==> src/sv/i2crtc_pkg.sv <==
`timescale 1ns / 1ps
// ----------------------------------------------------------------------------
// i2crtc_pkg
// Shared types and constants of the I2C real-time-clock transaction master.
// ----------------------------------------------------------------------------
package i2crtc_pkg;

  localparam int unsigned IN_DATA_W  = 24;
  localparam int unsigned IN_USER_W  = 2;
  localparam int unsigned OUT_DATA_W = 24;

  typedef logic [1:0] func_t;
  localparam func_t FUNC_TICK  = 2'd0;
  localparam func_t FUNC_WRITE = 2'd1;
  localparam func_t FUNC_READ  = 2'd2;

  localparam logic REG_DEVICE_ADDRESS     = 1'b0;
  localparam logic REG_TIME_BASE_REGISTER = 1'b1;

  localparam logic [6:0] DEVICE_ADDRESS_RESET     = 7'd81;
  localparam logic [7:0] TIME_BASE_REGISTER_RESET = 8'h02;

  localparam logic KIND_WRITE = 1'b0;
  localparam logic KIND_READ  = 1'b1;

  typedef enum logic [16:0] {
    PH_IDLE   = 17'b00000000000000001,
    PH_ST1    = 17'b00000000000000010,
    PH_ST2    = 17'b00000000000000100,
    PH_ST3    = 17'b00000000000001000,
    PH_TXSET  = 17'b00000000000010000,
    PH_TXHI   = 17'b00000000000100000,
    PH_TXLO   = 17'b00000000001000000,
    PH_ACKREL = 17'b00000000010000000,
    PH_ACKHI  = 17'b00000000100000000,
    PH_ACKLO  = 17'b00000001000000000,
    PH_RXLO   = 17'b00000010000000000,
    PH_RXHI   = 17'b00000100000000000,
    PH_RXEND  = 17'b00001000000000000,
    PH_SP1    = 17'b00010000000000000,
    PH_SP2    = 17'b00100000000000000,
    PH_SP3    = 17'b01000000000000000,
    PH_SP4    = 17'b10000000000000000
  } phase_t;

  typedef struct packed {
    logic [5:0] hours_raw;
    logic [6:0] minutes_raw;
    logic [6:0] seconds_raw;
    logic       nack_seen;
    logic       active;
    logic       sda_level;
    logic       scl_level;
  } result_t;

  typedef struct packed {
    result_t data;
    logic    done_res;
  } beat_t;

endpackage

==> src/sv/i2c_rtc_transaction_master.sv <==
`timescale 1ns / 1ps
// ----------------------------------------------------------------------------
// i2c_rtc_transaction_master
// I2C master sequencer for a real-time clock: register write and time read,
// one bus phase per input beat.
// ----------------------------------------------------------------------------
// Each input beat is taken when s_tready is high and advances the sequencer by one
// bus phase; its result beat is registered in the output register, or in the skid
// register while the output stalls. One beat per clock is sustained while m_tready
// holds; a two-entry output buffer (output register plus skid register) lets one
// more beat enter while a result waits; s_tready drops only when both are full.
module i2c_rtc_transaction_master
  import i2crtc_pkg::*;
(
  input  logic                  clk,
  input  logic                  rst,
  input  logic                  cfg_we,
  input  logic                  cfg_index,
  input  logic [7:0]            cfg_data,
  input  logic                  s_tvalid,
  output logic                  s_tready,
  // reg_addr[7:0], wr_data[15:8], sda_in[16], zero[23:17]
  input  logic [IN_DATA_W-1:0]  s_tdata,
  // func[1:0]
  input  logic [IN_USER_W-1:0]  s_tuser,
  output logic                  m_tvalid,
  input  logic                  m_tready,
  // scl_level[0], sda_level[1], active[2], nack_seen[3], seconds_raw[10:4],
  // minutes_raw[17:11], hours_raw[23:18]
  output logic [OUT_DATA_W-1:0] m_tdata,
  output logic                  m_tlast
);

  logic [6:0] device_address;
  logic [7:0] time_base_register;

  phase_t     phase, phase_next;
  logic       command_kind, command_kind_next;
  logic [3:0] bit_count, bit_count_next;
  logic [7:0] shift_byte, shift_byte_next;
  logic [2:0] byte_index, byte_index_next;
  logic [7:0] held_reg_addr, held_reg_addr_next;
  logic [7:0] held_data, held_data_next;
  logic       nack_flag, nack_flag_next;
  logic [6:0] seconds_reg, seconds_reg_next;
  logic [6:0] minutes_reg, minutes_reg_next;
  logic [5:0] hours_reg, hours_reg_next;
  logic       scl_drive, scl_drive_next;
  logic       sda_drive, sda_drive_next;
  logic       done;

  func_t      func;
  logic [7:0] in_reg_addr;
  logic [7:0] in_wr_data;
  logic       sda_in;
  logic       accept;
  logic [3:0] bit_count_inc;
  logic [2:0] byte_index_inc;

  beat_t      beat_new;
  beat_t      out_beat;
  beat_t      skid_beat;
  logic       out_valid;
  logic       skid_valid;

  assign func        = s_tuser;
  assign in_reg_addr = s_tdata[7:0];
  assign in_wr_data  = s_tdata[15:8];
  assign sda_in      = s_tdata[16];

  assign s_tready = !skid_valid;
  assign accept   = s_tvalid && s_tready;

  assign bit_count_inc  = bit_count + 4'd1;
  assign byte_index_inc = byte_index + 3'd1;

  function automatic logic [7:0] byte_to_send(
    input logic [2:0] idx,
    input logic       kind,
    input logic [6:0] dev,
    input logic [7:0] tbr,
    input logic [7:0] rad,
    input logic [7:0] dat
  );
    logic [7:0] wr;
    wr = {dev, 1'b0};
    if (idx == 3'd0) begin
      return wr;
    end else if (kind == KIND_WRITE) begin
      return (idx == 3'd1) ? rad : dat;
    end else if (idx == 3'd1) begin
      return tbr;
    end
    return {dev, 1'b1};
  endfunction

  always_comb begin
    phase_next         = phase;
    command_kind_next  = command_kind;
    bit_count_next     = bit_count;
    shift_byte_next    = shift_byte;
    byte_index_next    = byte_index;
    held_reg_addr_next = held_reg_addr;
    held_data_next     = held_data;
    nack_flag_next     = nack_flag;
    seconds_reg_next   = seconds_reg;
    minutes_reg_next   = minutes_reg;
    hours_reg_next     = hours_reg;
    scl_drive_next     = scl_drive;
    sda_drive_next     = sda_drive;
    done               = 1'b0;
    unique case (phase)
      PH_IDLE: begin
        if (func == FUNC_WRITE || func == FUNC_READ) begin
          command_kind_next  = (func == FUNC_READ) ? KIND_READ : KIND_WRITE;
          held_reg_addr_next = in_reg_addr;
          held_data_next     = in_wr_data;
          byte_index_next    = 3'd0;
          bit_count_next     = 4'd0;
          sda_drive_next     = 1'b1;
          scl_drive_next     = 1'b1;
          phase_next         = PH_ST2;
        end
      end
      PH_ST1: begin
        sda_drive_next = 1'b1;
        scl_drive_next = 1'b1;
        phase_next     = PH_ST2;
      end
      PH_ST2: begin
        sda_drive_next = 1'b0;
        phase_next     = PH_ST3;
      end
      PH_ST3: begin
        scl_drive_next  = 1'b0;
        shift_byte_next = byte_to_send(byte_index, command_kind, device_address,
                                       time_base_register, held_reg_addr, held_data);
        bit_count_next  = 4'd0;
        phase_next      = PH_TXSET;
      end
      PH_TXSET: begin
        sda_drive_next = shift_byte[7];
        phase_next     = PH_TXHI;
      end
      PH_TXHI: begin
        scl_drive_next = 1'b1;
        phase_next     = PH_TXLO;
      end
      PH_TXLO: begin
        scl_drive_next  = 1'b0;
        shift_byte_next = {shift_byte[6:0], 1'b0};
        bit_count_next  = bit_count_inc;
        phase_next      = (bit_count_inc >= 4'd8) ? PH_ACKREL : PH_TXSET;
      end
      PH_ACKREL: begin
        sda_drive_next = 1'b1;
        phase_next     = PH_ACKHI;
      end
      PH_ACKHI: begin
        scl_drive_next = 1'b1;
        nack_flag_next = sda_in;
        if (command_kind == KIND_READ && byte_index >= 3'd2) begin
          shift_byte_next = 8'd0;
          bit_count_next  = 4'd0;
          phase_next      = PH_RXLO;
        end else if (sda_in) begin
          phase_next = PH_SP1;
        end else begin
          phase_next = PH_ACKLO;
        end
      end
      PH_ACKLO: begin
        scl_drive_next = 1'b0;
        if (command_kind == KIND_WRITE) begin
          if (byte_index < 3'd2) begin
            byte_index_next = byte_index_inc;
            shift_byte_next = byte_to_send(byte_index_inc, command_kind,
                                           device_address, time_base_register,
                                           held_reg_addr, held_data);
            bit_count_next  = 4'd0;
            phase_next      = PH_TXSET;
          end else begin
            phase_next = PH_SP1;
          end
        end else if (byte_index == 3'd0) begin
          byte_index_next = 3'd1;
          shift_byte_next = byte_to_send(3'd1, command_kind, device_address,
                                         time_base_register, held_reg_addr, held_data);
          bit_count_next  = 4'd0;
          phase_next      = PH_TXSET;
        end else begin
          byte_index_next = 3'd2;
          phase_next      = PH_ST1;
        end
      end
      PH_RXLO: begin
        scl_drive_next = 1'b0;
        phase_next     = PH_RXHI;
      end
      PH_RXHI: begin
        scl_drive_next  = 1'b1;
        shift_byte_next = {shift_byte[6:0], sda_in};
        bit_count_next  = bit_count_inc;
        phase_next      = (bit_count_inc >= 4'd8) ? PH_RXEND : PH_RXLO;
      end
      PH_RXEND: begin
        scl_drive_next = 1'b0;
        if (byte_index == 3'd2) begin
          seconds_reg_next = shift_byte[6:0];
        end else if (byte_index == 3'd3) begin
          minutes_reg_next = shift_byte[6:0];
        end else begin
          hours_reg_next = shift_byte[5:0];
        end
        if (byte_index < 3'd4) begin
          byte_index_next = byte_index_inc;
          phase_next      = PH_ST1;
        end else begin
          phase_next = PH_SP1;
        end
      end
      PH_SP1: begin
        sda_drive_next = 1'b0;
        phase_next     = PH_SP2;
      end
      PH_SP2: begin
        scl_drive_next = 1'b1;
        phase_next     = PH_SP3;
      end
      PH_SP3: begin
        sda_drive_next = 1'b1;
        phase_next     = PH_SP4;
      end
      PH_SP4: begin
        scl_drive_next = 1'b0;
        done           = 1'b1;
        phase_next     = PH_IDLE;
      end
      default: begin
        phase_next = PH_IDLE;
      end
    endcase
  end

  always_comb begin
    beat_new.data.scl_level   = scl_drive_next;
    beat_new.data.sda_level   = sda_drive_next;
    beat_new.data.active      = (phase_next != PH_IDLE);
    beat_new.data.nack_seen   = nack_flag_next;
    beat_new.data.seconds_raw = seconds_reg_next;
    beat_new.data.minutes_raw = minutes_reg_next;
    beat_new.data.hours_raw   = hours_reg_next;
    beat_new.done_res         = done;
  end

  always_ff @(posedge clk) begin
    if (rst) begin
      device_address     <= DEVICE_ADDRESS_RESET;
      time_base_register <= TIME_BASE_REGISTER_RESET;
    end else if (cfg_we) begin
      unique case (cfg_index)
        REG_DEVICE_ADDRESS:     device_address     <= cfg_data[6:0];
        REG_TIME_BASE_REGISTER: time_base_register <= cfg_data;
        default: ;
      endcase
    end
  end

  always_ff @(posedge clk) begin
    if (rst) begin
      phase         <= PH_IDLE;
      command_kind  <= KIND_WRITE;
      bit_count     <= '0;
      shift_byte    <= '0;
      byte_index    <= '0;
      held_reg_addr <= '0;
      held_data     <= '0;
      nack_flag     <= 1'b0;
      seconds_reg   <= '0;
      minutes_reg   <= '0;
      hours_reg     <= '0;
      scl_drive     <= 1'b1;
      sda_drive     <= 1'b1;
    end else if (accept) begin
      phase         <= phase_next;
      command_kind  <= command_kind_next;
      bit_count     <= bit_count_next;
      shift_byte    <= shift_byte_next;
      byte_index    <= byte_index_next;
      held_reg_addr <= held_reg_addr_next;
      held_data     <= held_data_next;
      nack_flag     <= nack_flag_next;
      seconds_reg   <= seconds_reg_next;
      minutes_reg   <= minutes_reg_next;
      hours_reg     <= hours_reg_next;
      scl_drive     <= scl_drive_next;
      sda_drive     <= sda_drive_next;
    end
  end

  // hold a stalled beat in the skid register, drain it first
  always_ff @(posedge clk) begin
    if (rst) begin
      out_valid  <= 1'b0;
      skid_valid <= 1'b0;
    end else if (!out_valid || m_tready) begin
      if (skid_valid) begin
        out_valid  <= 1'b1;
        skid_valid <= 1'b0;
      end else begin
        out_valid <= accept;
      end
    end else if (accept) begin
      skid_valid <= 1'b1;
    end
  end

  always_ff @(posedge clk) begin
    if (!out_valid || m_tready) begin
      out_beat <= skid_valid ? skid_beat : beat_new;
    end else if (accept) begin
      skid_beat <= beat_new;
    end
  end

  assign m_tvalid = out_valid;
  assign m_tdata  = out_beat.data;
  assign m_tlast  = out_beat.done_res;

endmodule

==> config.mk <==
export PLATFORM = sky130hd
export DESIGN_NAME = i2c_rtc_transaction_master
export DESIGN_NICKNAME = d
export VERILOG_FILES = /design/src/sv/i2crtc_pkg.sv /design/src/sv/i2c_rtc_transaction_master.sv
export SDC_FILE = /design/constraint.sdc
export NUM_CORES = 1
export LEC_CHECK = 0
export BUFFER_PORTS_ARGS = -buffer_cell sky130_fd_sc_hd__clkbuf_2
export CORE_UTILIZATION = 43
export DETAILED_ROUTE_END_ITERATION = 10
export HOLD_SLACK_MARGIN = 0.03
export MAX_ROUTING_LAYER = met4
export SYNTH_ARGS = -nofsm -noshare
export SYNTH_HDL_FRONTEND = slang
export SYNTH_SLANG_ARGS = --single-unit
==> constraint.sdc <==
create_clock -name clk -period 4.2 [get_ports clk]
set_input_delay 0.84 -clock clk [delete_from_list [all_inputs] [get_ports clk]]
set_output_delay 0.84 -clock clk [all_outputs]
set_load 0.1 [all_outputs]
==> impl_metrics.ini <==
[timing]
final-setup-viol-count = 0
skew_ns = 0.0141
hold_violations = 0
fin_crit_sh_pct = 76.7
worstMarginPinSlew_ns = 0.904
period_minus_slack_ns = 3.22
setup_ws_ns = 0.980
fmax_mhz = 311
rsz0062_at_grt = no
final_max_slew_viol_count = 0
fin_tns_setup_ns = 0
max-slew-margin-rel_pct = 39.2

[clock_network]
clock-sinks = 139
clk_pin_slew_ns = 0.06
ctsResizeCount = 0
cts.path.max_buffers = 2
cts_max_level = 4
cts_tree = done
cts_root_buffer = clkbuf_16
cts_setup_buffers = 0
cts_buffers = 17
clkLatencyLatePin_ns = 0.42
cts.hold.buffers_added = 0

[route]
wl_met1_mm = 7.65
ant_nets = 0
vias = 5550
first_pass_iters = 5
avgViaCountPerCell = 5.60
routed_wl_mm = 16.8
drc = 0
wl_per_cell_um = 16.9
dr.max_layer_used = met4
met3WireLength_um = 650
drt_iter0_drc = 293
dr_wl_met2_mm = 8.19

[worst_hold_path]
hold_class = flop to flop
min_from = sda_drive
min_to = sda_drive
min_path_cells = 2

[floorplanning]
initial_core_util_pct = 44.2
rows = 46
io_pins = 67
die_width_um = 130
fp.dieH_um = 130
core_um2 = 15900
die_area_um2 = 16900

[synthesis]
ys_seq_elements = 139
synth_edf_count = 50
synth_area_per_cell_um2 = 9.90
synth.largest_area_cell = dfxtp_1
ys_warn_count = 0
syn-cell-area_um2 = 7050
synth_nets = 760
synth_top_cell_area_share_pct = 25.3
syn_inst = 712
async_reset_ff_share_pct = 0
yosysSeqAreaShare_pct = 46.6
synth_cell_type_count = 72
ys_top_cells_by_area = dfxtp_1 (25%), edfxtp_1 (21%), mux2_2 (7.5%), nand2_1 (5.3%), mux2i_1 (4.3%)
ys.flop_type = dfxtp_1

[place]
dp_hpwl_mm = 11.9
io_buffers = 59
dp.cells = 959
gp_congestion = 0.869
dp_worst_setup_slack_ns = 1.06

[pwr]
switching_power_uw = 910
ir_drop_mv = 0.290
combPwrFrac_pct = 10.1
clkPwrFrac_pct = 47.5
intPower_uw = 2550
p_per_area_nw_per_um2 = 428
leakagePower_uw = 0.00300
seqPwrFrac_pct = 42.4
swShare_pct = 26.3

[run]
maxCapViolCount = 0

[setup_path]
timing.rr.end = held_data[1]
reg2reg_depth = 6
worstSetupPathType = flop to flop
regToRegStartpoint = phase[8]
slowest_stage = or4_1
crit_chain = nor2_1 > nand4_1 > or4_1 > nor2_2 > nand2_1 > a21oi_1
required_ns = 4.56
end_kind = flop
cp.arrival_ns = 3.58
slowest_delay_ns = 0.80
r2r_slack_ns = 0.98
crit_path_max_fanout = 17
path_delay_family = simple AND/OR/NAND/NOR gates
critPathBufInv = 0
critical_path.startpoint = phase[8]
start_kind = flop

[grt]
grt_pass1_wl_mm = 27.8
grt-ovfl-total = 0
grt_pass1_vias = 5359
antenna_found_initial = 0
grt_max_degree = 35
track_usage_pct = 22.3

[finish]
nets = 810
area_delta_synth_final_pct = 14.8
largest_reg_flops = 25
post-route-util_pct = 50.7
antenna_cells = 0
regMostFlops = skid_beat
drive_gt1_share_pct = 23.1
stdcell_count = 991

[status]
status = completed
-- how the worst max path moves through the flow --
stage,to,slack [ns],depth (start not counted)
after floorplan,skid_beat[0],0.80,2
after global placement,held_data[1],1.09,6
after detailed placement,held_data[6],1.06,6
after CTS,held_data[1],1.01,6
after global routing,held_reg_addr[4],0.62,6
final,held_data[1],0.98,6
-- logic make-up after synthesis --
group,share of synthesized area [%]
DFF,46.6
AOI/OAI and AO/OA,13.5
adders and majority gates,1.42
muxes,11.8
and+or+nand+nor,21.6
buffers and inverters,4.46
xor gates and xnor gates,0.622
-- cell usage in the layout (no fill, tap or decap), types with 3 or more instances in the layout --
cell type  Yosys  routed
nand2_1      100     100
dfxtp_1       89      89
clkbuf_2       0      59
a21oi_1       55      55
nor2_1        55      54
edfxtp_1      50      50
mux2_2        47      47
mux2i_1       30      30
o21ai_0       26      26
nand3_1       19      19
clkbuf_16      0      17
nor3_1        15      15
inv_1         12      12
buf_4          3      12
or3_1         11      11
nor4_1         9       9
a211oi_1       9       9
a31o_2         9       9
or2b_1         8       8
nor3b_1        8       8
a221oi_1       8       8
ha_1           8       8
o31a_1         7       7
nand4_1        6       6
nand2b_1       5       5
or4_1          5       5
xnor2_1        5       5
nor2b_1        5       5
and3_1         5       5
nor4_4         4       4
nor4b_1        4       4
a211o_1        4       4
inv_6          0       4
bufinv_16      0       4
and4_1         3       3
o32ai_1        3       3
o211ai_1       3       3
nand3b_1       3       3
-- cell usage after synthesis (6+ instances only) --
cell / instances
nor2_1: 55
dfxtp_1: 89
nor4_1: 9
nor3b_1: 8
a211oi_1: 9
nand4_1: 6
o31a_1: 7
a221oi_1: 8
clkbuf_1: 21
nand2_1: 100
nor3_1: 15
or2b_1: 8
ha_1: 8
a31o_2: 9
mux2_2: 47
inv_1: 12
or3_1: 11
mux2i_1: 30
a21oi_1: 55
edfxtp_1: 50
o21ai_0: 26
nand3_1: 19
-- layout make-up --
class,count,area [µm²]
Inverter,14,52.6
Clock buffer,19,443
Clock inverter,13,203
Timing Repair Buffer,71,385
Tap cell,216,270
Multi-Input combinational cell,519,3450
Fill cell,1504,7860
Sequential cell,139,3280
-- power groups by stage --
stage	logic (µW)	clock network, µW	registers [µW]
3_3_place_gp	344	0	1490
4_1_cts	350	1660	1470
5_1_grt	378	1730	1470
3_5_place_dp	349	0	1500
2_1_floorplan	156	0	1610
6_report	350	1650	1470
-- worst register-to-register path, cell delays in order, from the launching register on --
cell and delay, ns:
dfxtp_1 0.43, nor2_1 0.46, nand4_1 0.58, or4_1 0.80
nor2_2 0.59, nand2_1 0.15, a21oi_1 0.14
-- through the flow --
stage / area, µm² / power [µW] / hold WS [ns]
floorplan: 7050 / 1770 / 0.436
global placement: 7440 / 1840 / 0.443
detailed placement: 7440 / 1850 / 0.459
CTS: 8090 / 3480 / 0.467
global route: 8090 / 3580 / 0.484
finish: 8090 / 3460 / 0.463
-- routing by layer --
layer  vias to the layer above  global-route usage [%]
met5                         -                       -
met3                        20                    4.02
met2                       148                    35.5
li1                       2712                       -
met4                         0                    8.89
met1                      2670                    27.9
Power figures use the tool's default switching activity.
